**src/hw/rtl/v2cbp_ram.sv**
```systemverilog
// Generic single write port RAM with registered read.
`default_nettype none
module v2cbp_ram #(
    parameter int WIDTH = 32,
    parameter int DEPTH = 8,
    localparam int AW   = (DEPTH > 1) ? $clog2(DEPTH) : 1
) (
    input  wire logic                  i_clk,
    input  wire logic                  i_we,
    input  wire logic [AW-1:0]         i_waddr,
    input  wire logic [WIDTH-1:0]      i_wdata,
    input  wire logic                  i_re,
    input  wire logic [AW-1:0]         i_raddr,
    output logic      [WIDTH-1:0]      o_rdata
);
    logic [WIDTH-1:0] r_mem [DEPTH];
    logic [WIDTH-1:0] r_rdata;

    always_ff @(posedge i_clk) begin
        if (i_we) begin
            r_mem[i_waddr] <= i_wdata;
        end
        if (i_re) begin
            r_rdata <= r_mem[i_raddr];
        end
    end

    assign o_rdata = r_rdata;
endmodule
`default_nettype wire

```
**config.mk**
```make
export PLATFORM = sky130hd
export DESIGN_NAME = v2cbp_ram
export DESIGN_NICKNAME = d
export VERILOG_FILES = /design/src/hw/rtl/v2cbp_ram.sv
export SDC_FILE = /design/constraint.sdc
export NUM_CORES = 1
export LEC_CHECK = 0
export ABC_AREA = 1
export BUFFER_PORTS_ARGS = -buffer_cell sky130_fd_sc_hd__buf_4
export CAP_MARGIN = 30
export CELL_PAD_IN_SITES_DETAIL_PLACEMENT = 1
export CELL_PAD_IN_SITES_GLOBAL_PLACEMENT = 2
export CORE_ASPECT_RATIO = 0.6
export CORE_MARGIN = 3
export CORE_UTILIZATION = 36
export DETAILED_ROUTE_END_ITERATION = 8
export GPL_TIMING_DRIVEN = 0
export PLACE_DENSITY = 0.79
export SYNTH_ARGS = -nofsm -noshare
export SYNTH_HDL_FRONTEND = slang
export SYNTH_SLANG_ARGS = --single-unit
```
**constraint.sdc**
```tcl
create_clock -name i_clk -period 2.4 [get_ports i_clk]
set_clock_uncertainty 0.1 [all_clocks]
set_input_delay 0.48 -clock i_clk [delete_from_list [all_inputs] [get_ports i_clk]]
set_output_delay 0.48 -clock i_clk [all_outputs]
set_load 0.02 [all_outputs]
```
# Yosys cells after proc, flatten, opt, wreduce, memory -nomap -nowiden
# Memories as Yosys holds them, arrays and structs flattened. A register that Yosys moved wholly into a read port is not among the register bits.
# Cells that the tools add are included.
[classes]
n_mux = 2
[op_table]
columns = ["cell", "n"]
rows = [
  ["$mux W1", 2],
]
[totals]
ff_bits = 0
ramBits = 256
wordCells = 3
memories = 1
[memory_table]
columns = ["memory", "words", "word_bits", "read_ports", "rd_clocked_by_memory_dff", "write_ports", "line_no", "text"]
rows = [
  ["r_mem", 8, 32, 1, 1, 1, "16", "logic [WIDTH-1:0] r_mem [DEPTH];"],
]

# Depth between registers and ports, before layout
# Gate-level depths: netlist of run 1.
[depth]
word_depth = 2
depth_mapped = 8
ltp_nobuf = 6

# Least setup slack after synthesis of run 1
# No wires, ideal clock.
[synth_timing]
kind = "in2reg"
startpoint = "input i_waddr[0]"
endpoint = "memory r_mem[0][0], enable pin"
setup_ns = 0.421
arrival_time_ns = 1.976
required_time_ns = 1.879
path_slack_ns = -0.097
path_stages = 3
n_path_buf = 0
cell_sequence = "inv_1 > nand2_1 > nor2_1"
[synth_rtl]
columns = ["element", "line_no", "text"]
rows = [
  ["start: declaration", "10", "input wire logic [AW-1:0] i_waddr,"],
  ["end: declaration", "16", ""],
]
# Straight into the memory's write port.

# Worst setup path in the final report of run 1
[layout_timing]
startpoint = "register r_rdata[15] (netlist: o_rdata[15]) (read register of r_mem)"
endpoint = "output o_rdata[15]"
[layout_rtl]
columns = ["element", "line_no", "text"]
rows = [
  ["start: declaration", "17", "logic [WIDTH-1:0] r_rdata;"],
  ["end: declaration", "14", "output logic [WIDTH-1:0] o_rdata"],
]
# No word-level cell between the ends.

==> results of run 1 <==
==> per-stage QoR <==
stage	setup TNS (ns)	instance area (um2)
2_1_floorplan	-17.01	12200
3_3_place_gp	-350.14	13300
3_5_place_dp	0	13500
4_1_cts	0	14400
5_1_grt	0	14400
6_report	0	14400
==> worst paths after layout <==
| check | to | slack [ns] | cells past startpoint |
|---|---|---|---|
| min reg2reg | o_rdata[2] | 0.61 | 6 |
| max | o_rdata[15] | 0.71 | 1 |
| min | r_mem[1][23] | 0.05 | 1 |
| max reg2reg | o_rdata[31] | 1.22 | 6 |
==> layout make-up <==
| class | instances | share of cell area [%] |
|---|---|---|
| plain buffers | 48 | 2.13 |
| clock buffers | 39 | 5.59 |
| clock inverters | 16 | 0.503 |
| inverters | 262 | 6.82 |
| multi-input cells | 558 | 16.1 |
| flip-flops and latches | 288 | 60.0 |
| well taps | 450 | 3.91 |
| repair buffers | 79 | 5.02 |
==> metal layers <==
metal	vias to the layer above	wire [um]	track usage (%)
met3	33	1420	2.68
li1	3841	-	-
met1	3835	15400	25.9
met2	151	14000	28.4
met5	-	0	0
met4	0	458	2.94
==> layout by cell type (no fill, tap or decap) <==
cell type	synthesis	layout
clkinvlp_4	0	1
clkbuf_1	7	15
inv_2	2	2
edfxtp_1	288	288
inv_1	260	260
buf_6	11	11
clkinv_2	0	7
buf_12	0	4
buf_1	5	5
clkbuf_16	0	31
buf_16	0	4
nor2_4	0	8
buf_2	20	20
nand2_1	422	422
clkinv_1	0	8
nand3_1	128	128
buf_4	5	76
==> power groups by stage <==
| stage | registers [W] | logic, W | clock network (W) |
|---|---|---|---|
| after floorplan | 0.00595 | 0.000406 | 0 |
| after global placement | 0.00590 | 0.000831 | 0 |
| after detailed placement | 0.00590 | 0.000883 | 0 |
| after CTS | 0.00579 | 0.000888 | 0.00436 |
| after global routing | 0.00580 | 0.000975 | 0.00458 |
| final | 0.00579 | 0.000867 | 0.00425 |
==> cells by family after synthesis <==
group / Yosys count / synth area share [%]
and+or+nand+nor: 558 / 18.5
buffers and inverters: 310 / 10.6
DFF: 288 / 70.9
==> state kept, by name, summed over array words and instances, names as in the netlist <==
| register | count |
|---|---|
| o_rdata | 32 |
| r_mem | 256 |
==> out/metrics.cfg, run 1 <==
[outcome]
status = finished clean

[detailed_routing]
wl_per_cell_um = 17.9
drt_pass1_iterations = 4
via_count = 7860
antenna_left = 0
drt-total-wl_um = 31200
drt_iter0_drc = 480
vias_per_cell = 4.52
drc = 0

[final_layout]
finalNonFillerCells = 1740
drive_gt1_share_pct = 12.7
utilization_pct = 43.8
final_nets = 1308
multi_input_area_um2 = 2310
area_growth_pct = 18.2
fillers = 3645
seqCellArea_um2 = 8650
n_antenna_cell = 0

[critical_path]
path_class = flop to output pin
crit_path_max_incr_delay_ns = 0.38
worstPathCellList = buf_4
required_ns = 1.82
worstPathMaxFanout = 1
crit_start = o_rdata[15]
path_delay_family = flip-flops
regToRegStartpoint = r_mem[1][31]
path_buf_inv = 1
end_kind = output pin
arrival_ns = 1.11
startpoint_type = flop
cpMaxStageDelayCell = edfxtp_1

[logic_synthesis]
ys_ff_latch = 288
netlist_top_cells_area = edfxtp_1 71%, nand2_1 13%, inv_1 8.0%
synth_area_um2 = 12200
async_flop_share_pct = 0
synth_fp_nets = 1197
avgSynthCellArea_um2 = 10.5
syn_inst = 1156
synth_common_cells = 422 x nand2_1, 288 x edfxtp_1, 260 x inv_1, 128 x nand3_1, 20 x buf_2
yosysSeqAreaShare_pct = 70.9
synth-edff-count = 288
synth_top_area_share_pct = 70.9
synthFlopType = edfxtp_1
synth.distinct_cells = 11
yosysWarnings = 0
yosysTopAreaCell = edfxtp_1
synth_most_common_cell = nand2_1

[power]
clockPowerShare_pct = 39.0
p_leak_nw = 6.47
peakVddDrop_mv = 0.491
p_sw_share_pct = 23.2
combPwrFrac_pct = 7.9
p_total_w = 0.0109
powerDensity_nw_per_um2 = 757
p_switching_w = 0.00253
seq_power_share_pct = 53.1
p_int_w = 0.00837

[timing]
fin_hold_ws_ns = 0.0532
finalCritPeriodShare_pct = 70.6
max_freq_ghz = 0.590
period_minus_slack_ns = 1.69
tightest_slew_ns = 0.779
timing.final.setup_violations = 0
slew_violations = 0
max_slew_margin_pct = 48.0
rsz0062_at_grt = no
finalHoldViolCount = 0
setup_ws_ns = 0.706

[cts]
hold_buffers = 0
cts.repair.resized = 0
post_cts_buffers = 0
clock-root-buffer = clkbuf_16
clkTransAtPathRegs_ns = 0.06
clock_path_buffers = 3
cts_tree = built
cts_sinks = 288
h-tree-depth = 1
clk_latency_ns = 0.56
numCtsBuffers = 30

[global_routing]
grt.overflow.total = 0
grt_max_degree = 33
antenna_found_initial = 0
grt_pass1_wl_um = 48400
grtUsageTotal_pct = 17.6
grt_pass1_vias = 8360

[min_path]
hp-start = i_wdata[23]
min_path_type = primary input to flop

[flow_run]
max_cap_violations = 0

[die]
num_rows = 51
io_pins = 73
initial_core_util_pct = 37.0
core_um2 = 32900
die_height_um = 149
dieWidth_um = 244
dieArea_um2 = 36200

[placed_design]
gp_congestion = 0.703
dp_hpwl_um = 20700
port_buffers = 71
pre_cts_ws_ns = 0.161
placed_cells = 1685

No activity file was read; power rests on OpenSTA's default activity.
==> inputs of run 2 (changes only) <==
--- a/config.mk
+++ b/config.mk
@@ -12,10 +12,10 @@
 export CELL_PAD_IN_SITES_GLOBAL_PLACEMENT = 2
 export CORE_ASPECT_RATIO = 0.6
 export CORE_MARGIN = 3
-export CORE_UTILIZATION = 36
+export CORE_UTILIZATION = 40
 export DETAILED_ROUTE_END_ITERATION = 8
 export GPL_TIMING_DRIVEN = 0
-export PLACE_DENSITY = 0.79
+export PLACE_DENSITY = 0.83
 export SYNTH_ARGS = -nofsm -noshare
 export SYNTH_HDL_FRONTEND = slang
 export SYNTH_SLANG_ARGS = --single-unit
==> constraint.sdc (replaced) <==
create_clock -name i_clk -period 1.7 [get_ports i_clk]
set_clock_uncertainty 0.1 [all_clocks]
set_input_delay 0.34 -clock i_clk [delete_from_list [all_inputs] [get_ports i_clk]]
set_output_delay 0.34 -clock i_clk [all_outputs]
set_load 0.02 [all_outputs]
==> run 2 against run 1 <==
Effect of this change:
- worst setup slack lost 0.56 ns
- power grew 41%
- sequential cell count is the same
- final area grew 1.6%
- global-route usage grew 2.7 points
- critical path depth is the same
- sequential power grew 41%
==> out/metrics.cfg, run 2 (synthesis gave the netlist of run 1 again) <==
[timing]
finalHoldViolCount = 0  ; unchanged
finalCritPeriodShare_pct = 91.6
timing.final.setup_violations = 0  ; unchanged
fin_hold_ws_ns = 0.210  ; +0.157 ns
max_freq_ghz = 0.642
max_slew_margin_pct = 48.7  ; +0.73 points
rsz0062_at_grt = no
period_minus_slack_ns = 1.56
tns_ns = 0  ; unchanged
tightest_slew_ns = 0.768  ; -0.0110 ns
slew_violations = 0  ; unchanged

[detailed_routing]
via_count = 8153  ; +3.7%
drt_iter0_drc = 458  ; -4.6%
antenna_left = 0  ; unchanged
vias_per_cell = 4.74  ; +5.0%
wl_per_cell_um = 18.9  ; +5.5%
drc = 0  ; unchanged
drt_pass1_iterations = 5  ; +1
drt-total-wl_um = 32600  ; +4.3%

[critical_path]
path_delay_family = flip-flops
startpoint_type = flop
arrival_ns = 1.12  ; about the same
required_ns = 1.26  ; -0.56 ns
path_buf_inv = 1  ; unchanged
end_kind = output pin
cpMaxStageDelayCell = edfxtp_1
crit_path_max_incr_delay_ns = 0.38  ; about the same
worstPathCellList = buf_4
path_class = flop to output pin
worstPathMaxFanout = 1  ; unchanged

[global_routing]
grt_pass1_wl_um = 50200  ; +3.8%
grt_max_degree = 33  ; unchanged
antenna_found_initial = 0  ; unchanged
grt_pass1_vias = 8692  ; +4.0%
grtUsageTotal_pct = 20.3  ; +2.7 points
grt.overflow.total = 0  ; unchanged

[die]
initial_core_util_pct = 41.5  ; +4.5 points
die_height_um = 141  ; -4.9%
dieWidth_um = 231  ; -5.0%
core_um2 = 29400  ; -11%
io_pins = 73  ; unchanged
dieArea_um2 = 32700  ; -9.7%
num_rows = 48  ; -5.9%

[final_layout]
mostFrequentLayoutCell = nand2_1
final_cell_mix = 422 x nand2_1, 288 x edfxtp_1, 260 x inv_1
final_nets = 1339  ; +2.4%
n_antenna_cell = 0  ; unchanged
top_register = r_mem
drive_gt1_share_pct = 12.3  ; -0.43 points
finalNonFillerCells = 1719  ; -1.2%
multi_input_area_um2 = 2310  ; unchanged
area_growth_pct = 20.2
largest_reg_flops = 256  ; unchanged
fillers = 3166  ; -13%
seqCellArea_um2 = 8650  ; unchanged
postLayoutCellArea_um2 = 14700  ; +1.6%

[outcome]
status = finished clean

[min_path]
min_path_type = primary input to flop

[cts]
clock_path_buffers = 3  ; unchanged
clock-root-buffer = clkbuf_16
cts_tree = built
h-tree-depth = 1  ; unchanged
numCtsBuffers = 29  ; -3.3%
cts_sinks = 288  ; unchanged
post_cts_buffers = 0  ; unchanged
clk_latency_ns = 0.56  ; about the same
clkTransAtPathRegs_ns = 0.07  ; about the same

[placed_design]
dp_hpwl_um = 21400  ; +3.4%
placed_cells = 1635  ; -3.0%
gp_congestion = 0.723  ; +2.9%
port_buffers = 71  ; unchanged
placed_cell_area_um2 = 13500  ; -0.46%

[power]
p_total_w = 0.0154  ; +41%
powerDensity_nw_per_um2 = 1050  ; +39%
peakVddDrop_mv = 0.908  ; +85%
p_leak_nw = 6.59  ; +1.9%

[flow_run]
max_cap_violations = 0  ; unchanged

==> run 2: cell type report <==
cell class / count / share of cell area (%)
tap: 400 / 3.42
sequential: 288 / 59.0
clock buffer: 36 / 5.13
clock inverter: 16 / 0.700
inverter: 262 / 6.71
multi-input combinational: 558 / 15.8
buffer: 48 / 2.09
timing repair buffer: 111 / 7.12
==> run 2: through the flow <==
step                utilization, %  setup WS, ns
detailed placement            45.9        -0.400
finish                        49.9         0.142
global placement              45.1         -1.27
global route                  49.9        0.0893
CTS                           49.9         0.110
floorplan                        -        -0.180
==> run 2: timing repair <==
action,CTS,global route
gates resized for setup,0,0
hold buffers,32,0
endpoints found under the hold margin,256,0
==> run 2: worst paths after layout <==
path,from,slack (ns),endpoint,cells past startpoint
worst min-delay path,i_re,0.21,o_rdata[2],1
worst max-delay path,o_rdata[11],0.14,o_rdata[11],1
worst min register to register,r_mem[1][3],0.62,o_rdata[3],6
worst max register to register,r_mem[2][13],0.49,o_rdata[13],6
==> run 2: power by group <==
group / internal (W) / switching [W] / total (W)
combinational: 0.000447 / 0.000854 / 0.00130
sequential: 0.00811 / 0.0000659 / 0.00818
clock: 0.00327 / 0.00265 / 0.00592
total: 0.0118 / 0.00357 / 0.0154
==> run 2: routing by layer <==
metal  global-route usage [%]  routed length, um  vias up
met5                        0                  0        -
met3                     2.91               1800       37
met2                     32.2              14600      202
li1                         -                  -     3903
met4                     3.32                510        0
met1                     30.4              15600     4011
==> inputs of run 3 (changes only) <==
--- a/config.mk
+++ b/config.mk
@@ -15,6 +15,7 @@
 export CORE_UTILIZATION = 40
 export DETAILED_ROUTE_END_ITERATION = 8
 export GPL_TIMING_DRIVEN = 0
+export MAX_ROUTING_LAYER = met4
 export PLACE_DENSITY = 0.83
 export SYNTH_ARGS = -nofsm -noshare
 export SYNTH_HDL_FRONTEND = slang
==> run 3 against run 2 <==
Effect of this change:
- via count up 0.32%
- global-route usage grew 0.64 points
- clock power about the same
- final cell count is the same
- sequential share of layout area is the same
- worst setup slack hardly changed
- fmax about the same
- sequential power about the same
- first-iteration DRC count grew 2.8%
- highest routed layer unchanged
==> out/metrics.cfg, run 3 (synthesis gave the netlist of run 1 again) <==
[detailed_routing]
drt_pass1_iterations = 5  ; unchanged
drt_iter0_drc = 471  ; +2.8%
drt-total-wl_um = 32600  ; +0.19%
via_count = 8179  ; +0.32%
wl_per_cell_um = 19.0  ; +0.19%
vias_per_cell = 4.76  ; +0.32%
drc = 0  ; unchanged
antenna_left = 0  ; unchanged

[timing]
setup_ws_ns = 0.142  ; -0.000412 ns
max_freq_ghz = 0.642  ; about the same
tightest_slew_ns = 0.798  ; +0.0300 ns
rsz0062_at_grt = no
max_slew_margin_pct = 46.7  ; -2.0 points
period_minus_slack_ns = 1.56  ; +0.000412 ns
timing.final.setup_violations = 0  ; unchanged
finalHoldViolCount = 0  ; unchanged
slew_violations = 0  ; unchanged
tns_ns = 0  ; unchanged
finalCritPeriodShare_pct = 91.7  ; about the same

[flow_run]
max_cap_violations = 0  ; unchanged

[global_routing]
grt_pass1_wl_um = 50300  ; about the same
grtUsageTotal_pct = 21.0  ; +0.64 points
grt_max_degree = 33  ; unchanged
gr-usage-met1_pct = 30.4  ; +0.040 points
use_met2_pct = 32.2  ; unchanged
antenna_found_initial = 0  ; unchanged
grt.overflow.total = 0  ; unchanged
grt_pass1_vias = 8682  ; -0.12%
grtUsageMet3_pct = 2.91  ; unchanged
grt.busiest_layer = met2

[placed_design]
dp_hpwl_um = 21400  ; unchanged
gp_congestion = 0.732  ; +1.2%
port_buffers = 71  ; unchanged
placed_cells = 1635  ; unchanged
pre_cts_ws_ns = -0.400  ; unchanged
placed_cell_area_um2 = 13500  ; unchanged

[final_layout]
mostFrequentLayoutCell = nand2_1
area_growth_pct = 20.2  ; unchanged
final_nets = 1339  ; unchanged
postLayoutCellArea_um2 = 14700  ; unchanged
top_register = r_mem
utilization_pct = 49.9  ; unchanged
n_antenna_cell = 0  ; unchanged
largest_reg_flops = 256  ; unchanged
final_cell_mix = 422 x nand2_1, 288 x edfxtp_1, 260 x inv_1
drive_gt1_share_pct = 12.3  ; unchanged
finalNonFillerCells = 1719  ; unchanged

[die]
initial_core_util_pct = 41.5  ; unchanged
die_height_um = 141  ; unchanged
dieArea_um2 = 32700  ; unchanged
io_pins = 73  ; unchanged
core_um2 = 29400  ; unchanged
num_rows = 48  ; unchanged
dieWidth_um = 231  ; unchanged

[critical_path]
worstPathCellList = buf_4
arrival_ns = 1.12  ; about the same
r2r_slack_ns = 0.51  ; +0.02 ns
worstPathMaxFanout = 1  ; unchanged
path_class = flop to output pin
required_ns = 1.26  ; about the same
crit_path_max_incr_delay_ns = 0.38  ; about the same
end_kind = output pin
path_buf_inv = 1  ; unchanged
r2r-end = o_rdata[13]
startpoint_type = flop
cpMaxStageDelayCell = edfxtp_1
path_delay_family = flip-flops
regToRegStartpoint = r_mem[2][13]
reg2regPathDepth = 6  ; unchanged

[cts]
h-tree-depth = 1  ; unchanged
cts_sinks = 288  ; unchanged
numCtsBuffers = 29  ; unchanged
clk_latency_ns = 0.56  ; about the same
clock_path_buffers = 3  ; unchanged
cts.repair.resized = 0  ; unchanged
cts_tree = built
clkTransAtPathRegs_ns = 0.07  ; about the same
post_cts_buffers = 0  ; unchanged
hold_buffers = 32  ; unchanged
clock-root-buffer = clkbuf_16

[min_path]
min_to = o_rdata[2]
hp-start = i_re
whs_path_depth = 1  ; unchanged
min_path_type = primary input to flop

[power]
peakVddDrop_mv = 0.909  ; +0.13%
powerDensity_nw_per_um2 = 1050  ; about the same
p_leak_nw = 6.59  ; unchanged

[outcome]
status = finished clean

-- run 3: worst max path at each step --
stage / start / endpoint / slack (ns) / cells after the start
after global routing: o_rdata[10] / o_rdata[10] / 0.09 / 1
after floorplan: i_waddr[0] / r_mem[0][0] / -0.18 / 3
after global placement: i_waddr[0] / r_mem[2][29] / -1.27 / 4
final: o_rdata[11] / o_rdata[11] / 0.14 / 1
after CTS: o_rdata[11] / o_rdata[11] / 0.11 / 1
after detailed placement: i_waddr[0] / r_mem[4][28] / -0.40 / 5
-- run 3: cell type report --
type	instances	area, um2
clock buffer	36	752
buffer	48	307
timing repair buffer	111	1040
fill	3166	14700
inverter	262	983
sequential	288	8650
multi-input combinational	558	2310
clock inverter	16	103
tap	400	500
-- run 3: through the flow --
stage               total power [W]  hold WS (ns)
finish                       0.0154         0.214
global placement            0.00950         0.475
detailed placement          0.00958         0.480
floorplan                   0.00897         0.339
CTS                          0.0156         0.199
global route                 0.0160         0.210
-- run 3: routing by layer --
metal  part of all wire [%]  up-vias
met5                      0        -
met4                    1.6        0
met3                    4.6       39
met2                     45      170
met1                     49     4069
li1                       -     3901
-- run 3: power breakdown --
| group | total (W) | switching [W] | internal (W) | leakage (nW) |
|---|---|---|---|---|
| logic | 0.00130 | 0.000856 | 0.000447 | 3.53 |
| registers | 0.00818 | 0.0000660 | 0.00811 | 2.64 |
| clock network | 0.00591 | 0.00264 | 0.00327 | 0.421 |
